==> config.mk <==
export PLATFORM = sky130hd
export DESIGN_NAME = omnq_cell
export DESIGN_NICKNAME = d
export VERILOG_FILES = /design/src/hdl/omnq_pkg.sv /design/src/hdl/omnq_cell.sv
export SDC_FILE = /design/constraint.sdc
export NUM_CORES = 1
export LEC_CHECK = 0
export ABC_AREA = 1
export BUFFER_PORTS_ARGS = -buffer_cell sky130_fd_sc_hd__buf_4
export CORE_ASPECT_RATIO = 1.1
export CORE_UTILIZATION = 25
export CTS_CLUSTER_SIZE = 25
export DETAILED_ROUTE_END_ITERATION = 10
export HOLD_SLACK_MARGIN = 0.06
export MAX_ROUTING_LAYER = met4
export SLEW_MARGIN = 20
export SYNTH_ARGS = -nofsm -noshare
export SYNTH_HDL_FRONTEND = slang
export SYNTH_SLANG_ARGS = --single-unit
==> constraint.sdc <==
create_clock -name clk -period 2.2 [get_ports clk]
set_clock_uncertainty 0.2 [all_clocks]
set_input_delay 0.55 -clock clk [delete_from_list [all_inputs] [get_ports clk]]
set_output_delay 0.55 -clock clk [all_outputs]
set_load 0.02 [all_outputs]
==> src/hdl/omnq_pkg.sv <==
`timescale 1ns / 1ps
// Shared types, sizes and codes for the ordered multiset neighbor query block.
// No dependencies; every other file in hdl/ imports this package.
package omnq_pkg;

    // Store geometry
    localparam int CAPACITY = 64;
    localparam int KEY_W    = 16;
    localparam int CNT_W    = $clog2(CAPACITY + 1);

    // Word field widths
    localparam int MODE_W   = 2;
    localparam int IO_KEY_W = 16;
    localparam int IO_CNT_W = 7;
    localparam int STAT_W   = 2;

    // Operation modes carried by the input word
    localparam logic [MODE_W-1:0] MODE_INSERT = 2'd0;
    localparam logic [MODE_W-1:0] MODE_REMOVE = 2'd1;
    localparam logic [MODE_W-1:0] MODE_QUERY  = 2'd2;

    // Result status codes
    localparam logic [STAT_W-1:0] STAT_OK     = 2'd0;
    localparam logic [STAT_W-1:0] STAT_FULL   = 2'd1;
    localparam logic [STAT_W-1:0] STAT_ABSENT = 2'd2;

    // Commands broadcast to the cell row
    typedef logic [1:0] cell_op_t;
    localparam cell_op_t OP_HOLD   = 2'd0;
    localparam cell_op_t OP_INSERT = 2'd1;
    localparam cell_op_t OP_REMOVE = 2'd2;

    typedef struct packed {
        logic [MODE_W-1:0]   mode;
        logic [IO_KEY_W-1:0] key;
    } in_word_t;

    typedef struct packed {
        logic                pred_valid;
        logic [IO_KEY_W-1:0] pred_key;
        logic                succ_valid;
        logic [IO_KEY_W-1:0] succ_key;
        logic                max_valid;
        logic [IO_KEY_W-1:0] max_key;
        logic [IO_CNT_W-1:0] count;
        logic [STAT_W-1:0]   status;
    } out_word_t;

    // Compare flags a cell shows its neighbors and the top level
    typedef struct packed {
        logic lt;   // occupied and key below the compare key
        logic le;   // occupied and key at or below the compare key
        logic eq;   // occupied and key equal to the compare key
    } cell_stat_t;

    // One-hot select flags for the neighbor result
    typedef struct packed {
        logic pred;
        logic succ;
        logic max;
    } cell_sel_t;

endpackage

==> src/hdl/omnq_cell.sv <==
`timescale 1ns / 1ps
// One cell of the sorted key row: holds a key, compares it, shifts on insert/remove.
// Depends on omnq_pkg.
module omnq_cell
    import omnq_pkg::*;
(
    input  logic             clk,
    input  cell_op_t         op,
    input  logic [KEY_W-1:0] cmp_key,
    input  logic             occ,
    input  logic             left_le,
    input  logic [KEY_W-1:0] left_key,
    input  logic             right_lt,
    input  logic             right_occ,
    input  logic [KEY_W-1:0] right_key,
    output logic [KEY_W-1:0] key,
    output cell_stat_t       stat,
    output cell_sel_t        sel
);

    logic [KEY_W-1:0] key_reg;
    logic [KEY_W-1:0] key_next;

    // Compare against the broadcast key
    always_comb
    begin
        stat.lt = occ && (key_reg <  cmp_key);
        stat.le = occ && (key_reg <= cmp_key);
        stat.eq = occ && (key_reg == cmp_key);
    end

    // Mark this cell as the predecessor, successor or top of the row
    always_comb
    begin
        sel.pred = stat.lt && !right_lt;
        sel.succ = occ && !stat.le && left_le;
        sel.max  = occ && !right_occ;
    end

    // Hold, take the new key, or shift from a neighbor
    always_comb
    begin
        key_next = key_reg;
        unique case (op)
            OP_INSERT:
            begin
                if (stat.le)
                    key_next = key_reg;
                else if (left_le)
                    key_next = cmp_key;
                else
                    key_next = left_key;
            end
            OP_REMOVE:
            begin
                if (!stat.lt)
                    key_next = right_key;
            end
            default:
                key_next = key_reg;
        endcase
    end

    always_ff @(posedge clk)
    begin
        key_reg <= key_next;
    end

    assign key = key_reg;

endmodule

==> results of run 1 <==
[cell usage after synthesis (all sizes together)]
library cell  number
inv               27
buf                6
clkbuf             1
o211ai            14
edfxtp            16
a21o               1
o21ai              2
nand3             16
nand2             56
a31oi              1
ha                16
a21oi              8
nor2              13
nand3b             1
[metrics by stage]
step / total power [mW] / instances / utilization (%)
2_1_floorplan: 0.611 / 178 / -
3_3_place_gp: 0.832 / 344 / 44.8
3_5_place_dp: 0.837 / 344 / 44.8
4_1_cts: 1.11 / 353 / 47.6
5_1_grt: 1.20 / 355 / 49.4
6_report: 1.13 / 355 / 49.4
[power by group]
group | total, mW | leakage, nW | internal [mW] | switching (mW)
clock network | 0.236 | 0.0231 | 0.124 | 0.112
registers | 0.394 | 0.152 | 0.374 | 0.0207
logic | 0.504 | 1.06 | 0.266 | 0.238
[routing by layer]
metal	routed length (um)	GRT usage (%)	vias to the layer above	share of wire [%]
li1	-	-	801	-
met1	1780	16.6	661	42
met2	2260	29.0	45	53
met3	198	3.17	6	4.6
met4	46	5.29	0	1.1
met5	0	-	-	0
[cell families (layout without fill, tap and decap cells)]
| group | after synthesis | after routing | share of synthesized area, % |
|---|---|---|---|
| flops | 16 | 16 | 35.6 |
| compound gates | 26 | 26 | 12.5 |
| simple gates | 86 | 86 | 27.2 |
| buf+inv | 34 | 139 | 9.92 |
| fa+ha+maj | 16 | 16 | 14.8 |
[worst min-delay path by stage]
stage,end
6_report,key[14]$_DFFE_PP_
5_1_grt,key[10]$_DFFE_PP_
4_1_cts,key[14]$_DFFE_PP_
2_1_floorplan,key[10]$_DFFE_PP_
3_5_place_dp,key[14]$_DFFE_PP_
3_3_place_gp,key[11]$_DFFE_PP_
[layout by cell type, fill, tap and decap left out, types with 6 or more instances in the layout]
cell type | synthesis | routed
buf_4 | 0 | 102
nand2_1 | 54 | 47
edfxtp_1 | 16 | 16
inv_1 | 26 | 14
o211ai_1 | 14 | 14
nand3_1 | 15 | 14
inv_2 | 1 | 10
ha_4 | 0 | 10
nor2_1 | 11 | 8
ha_1 | 16 | 6
[layout make-up]
cell class              count  share of cell area (%)
clock buffers               3                    1.64
clock inverters             1                   0.149
inverters                  27                    4.37
multi-input cells         128                    37.8
flip-flops and latches     16                    19.1
well taps                  72                    3.57
repair buffers            108                    33.4
[worst reg2reg max path: stages, from the launching register on]
cell        delay [ns]
edfxtp_1          0.44
ha_4              0.32
nand2_4           0.05
nor2_4            0.14
nand2_2           0.09
nor2_2            0.12
nand2_2           0.09
nand2_1           0.06
nand2_1           0.04
nand2_1           0.11
clkinvlp_4        0.13
buf_12            0.16
[timing repair]
item / CTS / global route
gates resized for setup: 17 / 12
setup endpoints to repair: 21 / 21
setup buffers: 5 / 2
pin swaps: 22 / 13
hold buffers: 0 / 0
==> results.sh, run 1 <==
export IMPL_outcome="finished with violations"
export IMPL_violations="negative setup slack"
export IMPL_cp_end_kind="output port"
export IMPL_synth_top_area_share_pct=35.6
export IMPL_hold_start="left_key[14]"
export IMPL_grt_max_degree=18
export IMPL_clk_latency_ns=0.25
export IMPL_grt_pass1_wl_mm=6.70
export IMPL_cts_root_buf="clkbuf_8"
export IMPL_setup_tns_ns=-1.28
export IMPL_finalWirelength_mm=4.29
export IMPL_clk_pin_slew_ns=0.07
export IMPL_fin_ws_ns=-0.271
export IMPL_grt_pass1_vias=1586
export IMPL_slew_headroom_pct=85.9
export IMPL_cts_buffers_inserted=3
export IMPL_largest_reg_flops=16
export IMPL_fillers=516
export IMPL_syn_inst=178
export IMPL_io_pins=77
export IMPL_clkSinkCount=16
export IMPL_slowest_delay_ns=0.44
export IMPL_r2r_end="key[8]$_DFFE_PP_"
export IMPL_gp_congestion=0.727
export IMPL_cp_max_fo=4
export IMPL_gr_usage_all_layers_pct=15.7
export IMPL_worstPathRequired_ns=1.45
export IMPL_antenna_left=0
export IMPL_port_buffers=76
export IMPL_max_cap_viol_count=0
export IMPL_start_util_pct=26.5
export IMPL_critPathLaunchType="register"
export IMPL_crit_path_top_delay_cell="edfxtp_1"
export IMPL_yosys_register_bits=16
export IMPL_synth_cell_types=20
export IMPL_min_path_type="primary input to register"
export IMPL_htree_levels=1
export IMPL_stdcell_area_um2=2520
export IMPL_die_area_um2=5700
export IMPL_seq_area_frac_synth_pct=35.6
export IMPL_synth_top_area_cell="edfxtp_1"
export IMPL_clock_path_buffers=2
export IMPL_core_um2=5100
export IMPL_fmax_mhz=405
export IMPL_syn_cell_area_um2=1350
export IMPL_dpl_cell_area_um2=2290
export IMPL_vias=1513
export IMPL_drc=0
export IMPL_path_depth=7
export IMPL_path_delay_family="flip-flops"
export IMPL_ys_top_cells_by_area="edfxtp_1, nand2_1, ha_1, o211ai_1, inv_1"
export IMPL_holdPathStages=3
export IMPL_finalSetupViolations=5
export IMPL_synth_nets=249
export IMPL_first_iter_violations=36
export IMPL_final_min_clock_period_ns=2.47
export IMPL_crit_chain="ha_4 > a21oi_2 > o21ai_2 > a21oi_4 > nand3_4 > nor2_4 > buf_6"
export IMPL_nets=355
export IMPL_timing_critical_path_buf_inv=1
export IMPL_drv_slew=0
export IMPL_reg2reg_depth=11
export IMPL_r2r_slack_ns=0.01
export IMPL_endpoint="sel[2]"
export IMPL_critPathKind="register to output port"
export IMPL_antenna_found_initial=0
export IMPL_via_per_inst=4.26
export IMPL_dieWidth_um=72.1
export IMPL_ir_worst_vdd_mv=0.180
export IMPL_layout_drive_gt1_share_pct=55.1
export IMPL_finalCritPeriodShare_pct=112
export IMPL_regArea_um2=480
export IMPL_overflow=0
export IMPL_hold_violations=0
export IMPL_multi_input_comb_area_um2=953
export IMPL_rsz0062_at_grt="true"
export IMPL_crit_arrival_ns=1.72
export IMPL_die_y_um=79.1
export IMPL_yosys_warnings=0
export IMPL_num_rows=27
export IMPL_tightest_slew_ns=0.212
export IMPL_whs_ns=0.392
export IMPL_cp_startpoint="key[15]$_DFFE_PP_"
export IMPL_dp_hpwl_mm=3.26
export IMPL_area_growth_pct=86.7
export IMPL_routedWlPerCell_um=12.1
export IMPL_cts_tree="built"
export IMPL_antenna_cells=0
export IMPL_power_per_cell_area_nw_per_um2=450
export IMPL_power_leakage_nw=1.23
export IMPL_drtPass1Iterations=4
export IMPL_syn_area_per_cell_um2=7.58
export IMPL_dp_slack_ns=-0.316
export IMPL_timing_rr_start="key[13]$_DFFE_PP_"
(Power assumes the default switching activity.)
==> inputs of run 2 (changes only) <==
Clock period 2.2 ns to 2.38 ns, I/O delays scaled along.
==> results.sh, run 2 (synthesis gave the netlist of run 1 again) <==
export IMPL_finalCritPeriodShare_pct=109
export IMPL_min_path_type="primary input to register"
export IMPL_area_growth_pct=76.0
export IMPL_routedWlPerCell_um=12.1
export IMPL_antenna_left=0
export IMPL_gr_usage_all_layers_pct=15.0
export IMPL_vias=1483
export IMPL_r2r_end="key[10]$_DFFE_PP_"
export IMPL_drc=0
export IMPL_placed_cells=329
export IMPL_layout_drive_gt1_share_pct=51.7
export IMPL_power_per_cell_area_nw_per_um2=420
export IMPL_stdcell_count=339
export IMPL_reg2reg_depth=10
export IMPL_crit_path_top_delay_cell="ha_1"
export IMPL_crit_chain="buf_4 > inv_1 > ha_1 > nand2_1 > nor2_1 > nand2_2 > inv_2 > nand2_4 > buf_6 > a21oi_2 > buf_6"
export IMPL_met1Wirelength_mm=1.77
export IMPL_num_rows=27
export IMPL_clock_path_buffers=2
export IMPL_p_int_uw=671
export IMPL_clkSinkCount=16
export IMPL_clk_pin_slew_ns=0.07
export IMPL_grt_pass1_vias=1415
export IMPL_final_cell_mix="buf_4, nand2_1, edfxtp_1"
export IMPL_final_min_clock_period_ns=2.60
export IMPL_io_pins=77
export IMPL_cp_max_fo=2
export IMPL_slowest_delay_ns=0.28
export IMPL_cts_hold_buf=0
export IMPL_dpl_cell_area_um2=2070
export IMPL_finalSetupViolations=5
export IMPL_clockPowerShare_pct=21.5
export IMPL_power_leakage_nw=1.16
export IMPL_port_buffers=76
export IMPL_die_area_um2=5700
export IMPL_tightest_slew_ns=0.247
export IMPL_dieWidth_um=72.1
export IMPL_dr_max_layer_used="met4"
export IMPL_stdcell_area_um2=2380
export IMPL_seqPwrFrac_pct=36.5
export IMPL_fmax_mhz=385
export IMPL_power_switching_uw=327
export IMPL_whs_ns=0.442
export IMPL_worstPathRequired_ns=1.58
export IMPL_crit_top_cell="buf_6"
export IMPL_cts_tree="built"
export IMPL_violations="negative setup slack"
export IMPL_r2r_slack_ns=0.27
export IMPL_slew_headroom_pct=83.5
export IMPL_hold_violations=0
export IMPL_antenna_cells=0
export IMPL_clk_latency_ns=0.25
export IMPL_antenna_found_initial=0
export IMPL_fin_ws_ns=-0.216
export IMPL_final_common_cell="buf_4"
export IMPL_cp_startpoint="cmp_key[10]"
export IMPL_overflow=0
export IMPL_dp_hpwl_mm=3.07
export IMPL_via_per_inst=4.37
export IMPL_rsz0062_at_grt="true"
export IMPL_power_frac_comb_pct=42.0
export IMPL_largest_reg_flops=16
export IMPL_die_y_um=79.1
export IMPL_crit_arrival_ns=1.80
export IMPL_start_util_pct=26.5
export IMPL_timing_rr_start="key[11]$_DFFE_PP_"
export IMPL_critPathKind="primary input to output port"
export IMPL_gp_congestion=0.784
export IMPL_cts_buffers_inserted=3
export IMPL_dr_wl_met3_um=191
export IMPL_endpoint="sel[1]"
export IMPL_max_cap_viol_count=0
export IMPL_htree_levels=1
export IMPL_grt_pass1_wl_mm=6.41
export IMPL_critPathLaunchType="primary input"
export IMPL_finalWirelength_mm=4.09
export IMPL_ir_worst_vdd_mv=0.187
export IMPL_cts_root_buf="clkbuf_8"
export IMPL_drtPass1Iterations=4
export IMPL_core_um2=5100
export IMPL_first_iter_violations=54
export IMPL_drv_slew=0
export IMPL_switching_share_pct=32.8
export IMPL_cp_end_kind="output port"
export IMPL_nets=340
export IMPL_grt_max_degree=20
export IMPL_outcome="finished with violations"
export IMPL_wl_met2_mm=2.11
run 2: changes by cell type in the layout (fill, tap and decap cells not counted), sizes merged:
| cell | previous run | this run |
|---|---|---|
| inv | 26 | 27 |
| clkinvlp | 1 | 0 |
| clkinv | 1 | 0 |
| buf | 108 | 93 |
run 2: power groups by stage:
| stage | logic, mW | registers, mW | clock network, mW |
|---|---|---|---|
| detailed placement | 0.349 | 0.366 | 0 |
| floorplan | 0.149 | 0.393 | 0 |
| global route | 0.462 | 0.367 | 0.237 |
| CTS | 0.400 | 0.366 | 0.221 |
| finish | 0.419 | 0.365 | 0.214 |
| global placement | 0.346 | 0.364 | 0 |
run 2: cell type report:
type                    instances  area (um^2)
well taps                      72         90.1
multi-input cells             128          921
fillers                       517         2730
flip-flops and latches         16          480
inverters                      27          114
clock buffers                   3         41.3
repair buffers                 93          729
run 2: metal layers:
| layer | GRT usage [%] | up-vias |
|---|---|---|
| li1 | - | 773 |
| met4 | 4.12 | 0 |
| met2 | 25.9 | 45 |
| met5 | - | - |
| met3 | 2.41 | 2 |
| met1 | 18.0 | 663 |
run 2: how the worst min path moves through the flow:
stage,start,to,slack (ns),cells after the start
final,left_key[14],key[14]$_DFFE_PP_,0.44,3
after detailed placement,left_key[7],key[7]$_DFFE_PP_,0.70,3
after global placement,left_key[12],key[12]$_DFFE_PP_,0.70,3
after floorplan,left_key[10],key[10]$_DFFE_PP_,0.61,2
after CTS,right_key[2],key[2]$_DFFE_PP_,0.44,3
after global routing,left_key[7],key[7]$_DFFE_PP_,0.44,3
run 2: critical path, delay by kind of cell:
| family | cells | cell delay, ns |
|---|---|---|
| AND/OR/NAND/NOR | 4 | 0.36 |
| adder cells (fa/ha/maj) | 1 | 0.28 |
| AO/OA/AOI/OAI | 1 | 0.13 |
| buffers and inverters | 5 | 0.43 |
run 2: repair_timing:
action	CTS	global route
pin swaps	24	12
endpoints found under the setup margin	5	5
resized for setup	36	14
buffers inserted	5	2
run 2: metrics by stage:
stage               total power, mW  setup TNS, ns  setup slack, ns  utilization [%]
floorplan                     0.541         -0.173          -0.0860                -
global placement              0.710          -1.56           -0.306             40.6
detailed placement            0.715          -2.77           -0.373             40.6
CTS                           0.987         -0.818           -0.221             45.4
global route                   1.07          -1.24           -0.312             46.6
finish                        0.998         -0.761           -0.216             46.6
==> inputs of run 3 (changes only) <==
Settings changed: CORE_UTILIZATION 25 to 44, PLACE_DENSITY set to 0.88.
==> results.sh, run 3 (synthesis gave the netlist of run 1 again) <==
export IMPL_cp_end_kind="output port"
export IMPL_hold_violations=0
export IMPL_fin_ws_ns=-0.272
export IMPL_power_leakage_nw=1.19
export IMPL_drv_slew=0
export IMPL_cts_hold_buf=0
export IMPL_largest_reg_flops=16
export IMPL_final_util_pct=82.8
export IMPL_tightest_slew_ns=0.297
export IMPL_r2r_slack_ns=0.17
export IMPL_dp_slack_ns=-0.276
export IMPL_io_pins=77
export IMPL_slew_headroom_pct=80.2
export IMPL_outcome="finished with violations"
export IMPL_antenna_cells=0
export IMPL_gr_usage_all_layers_pct=25.2
export IMPL_rsz0062_at_grt="true"
export IMPL_first_iter_violations=23
export IMPL_start_util_pct=47.7
export IMPL_cts_root_buf="clkbuf_4"
export IMPL_routedWlPerCell_um=13.3
export IMPL_layout_drive_gt1_share_pct=51.4
export IMPL_fillers=172
export IMPL_fmax_mhz=377
export IMPL_drc=0
export IMPL_regArea_um2=480
export IMPL_nets=348
export IMPL_dpl_cell_area_um2=2050
export IMPL_antenna_left=0
export IMPL_vias=1556
export IMPL_critPathLaunchType="register"
export IMPL_violations="negative setup slack"
export IMPL_worstPathRequired_ns=1.58
export IMPL_crit_arrival_ns=1.86
export IMPL_max_cap_viol_count=0
export IMPL_final_common_cell="buf_4"
export IMPL_r2r_end="key[3]$_DFFE_PP_"
export IMPL_finalWirelength_mm=4.12
export IMPL_cp_startpoint="key[11]$_DFFE_PP_"
export IMPL_min_path_type="primary input to register"
export IMPL_antenna_found_initial=0
export IMPL_port_buffers=76
export IMPL_grt_pass1_vias=1428
export IMPL_clk_latency_ns=0.30
export IMPL_grt_max_degree=31
export IMPL_clock_path_buffers=2
export IMPL_drtPass1Iterations=4
export IMPL_gp_congestion=0.801
export IMPL_final_cell_mix="buf_4, nand2_1, inv_1"
export IMPL_finalSetupViolations=5
export IMPL_dieWidth_um=54.8
export IMPL_grt_pass1_wl_mm=5.69
export IMPL_timing_rr_start="key[11]$_DFFE_PP_"
export IMPL_via_per_inst=5.04
export IMPL_finalCritPeriodShare_pct=111
export IMPL_final_min_clock_period_ns=2.65
export IMPL_clkSinkCount=16
export IMPL_num_rows=20
export IMPL_area_growth_pct=73.4
export IMPL_ir_worst_vdd_mv=0.306
export IMPL_cp_max_fo=4
export IMPL_clk_pin_slew_ns=0.10
export IMPL_endpoint="stat[1]"
export IMPL_die_area_um2=3290
export IMPL_die_y_um=60.1
export IMPL_cts_buffers_inserted=3
export IMPL_critPathKind="register to output port"
export IMPL_stdcell_area_um2=2340
export IMPL_overflow=0
export IMPL_dp_hpwl_mm=2.75
export IMPL_core_um2=2830
export IMPL_cts_tree="built"
export IMPL_power_per_cell_area_nw_per_um2=405
export IMPL_htree_levels=1
export IMPL_multi_input_comb_area_um2=918
export IMPL_reg2reg_depth=10
==> run 3: changes by cell type in the layout (fill, tap and decap cells not counted), sizes merged <==
cell	before	now
buf	93	101
clkinv	0	1
==> run 3: what timing repair did <==
action | in CTS | in global routing
endpoints found under the setup margin | 5 | 5
buffers inserted | 4 | 6
gates resized for setup | 16 | 23
pin swaps | 6 | 15
==> run 3: through the flow <==
| stage | hold slack (ns) | TNS, ns | total power [mW] | cells |
|---|---|---|---|---|
| floorplan | 0.609 | -0.173 | 0.541 | 178 |
| global placement | 0.697 | -0.908 | 0.697 | 295 |
| detailed placement | 0.703 | -1.07 | 0.707 | 295 |
| CTS | 0.399 | -0.889 | 0.887 | 303 |
| global route | 0.396 | -1.68 | 1.00 | 309 |
| finish | 0.394 | -1.24 | 0.949 | 309 |
==> run 3: how the worst min path moves through the flow <==
stage / to / startpoint / cells past startpoint
2_1_floorplan: key[10]$_DFFE_PP_ / left_key[10] / 2
3_3_place_gp: key[11]$_DFFE_PP_ / left_key[11] / 3
3_5_place_dp: key[14]$_DFFE_PP_ / right_key[14] / 3
4_1_cts: key[10]$_DFFE_PP_ / left_key[10] / 3
5_1_grt: key[7]$_DFFE_PP_ / right_key[7] / 3
6_report: key[9]$_DFFE_PP_ / right_key[9] / 3
==> run 3: where the power goes <==
group | total, mW | internal [mW] | switching (mW) | leakage (nW)
logic | 0.430 | 0.220 | 0.210 | 1.02
registers | 0.365 | 0.345 | 0.0195 | 0.152
clock network | 0.155 | 0.0611 | 0.0934 | 0.0154
total | 0.949 | 0.626 | 0.323 | 1.19
==> run 3: worst max-delay path, stage by stage (launching register included) <==
cell,delay [ns]
edfxtp_1,0.45
ha_4,0.31
nand2_1,0.06
nor2_1,0.18
nand2_2,0.09
inv_1,0.10
nand2_4,0.07
nand3_4,0.11
nand2_2,0.06
buf_6,0.13
==> run 3: layer usage <==
metal  up-vias  global-route usage [%]  share of wire, %
met5         -                       -                 0
met3         9                    3.05               4.1
met2        55                    50.8                57
li1        789                       -                 -
met1       703                    21.8                36
met4         0                    11.0               2.2
==> run 3: layout make-up <==
type | instances | share of cell area, %
multi-input combinational | 128 | 39.2
clock buffer | 3 | 0.962
clock inverter | 1 | 0.160
sequential | 16 | 20.5
inverter | 27 | 4.33
tap | 33 | 1.76
timing repair buffer | 101 | 33.0
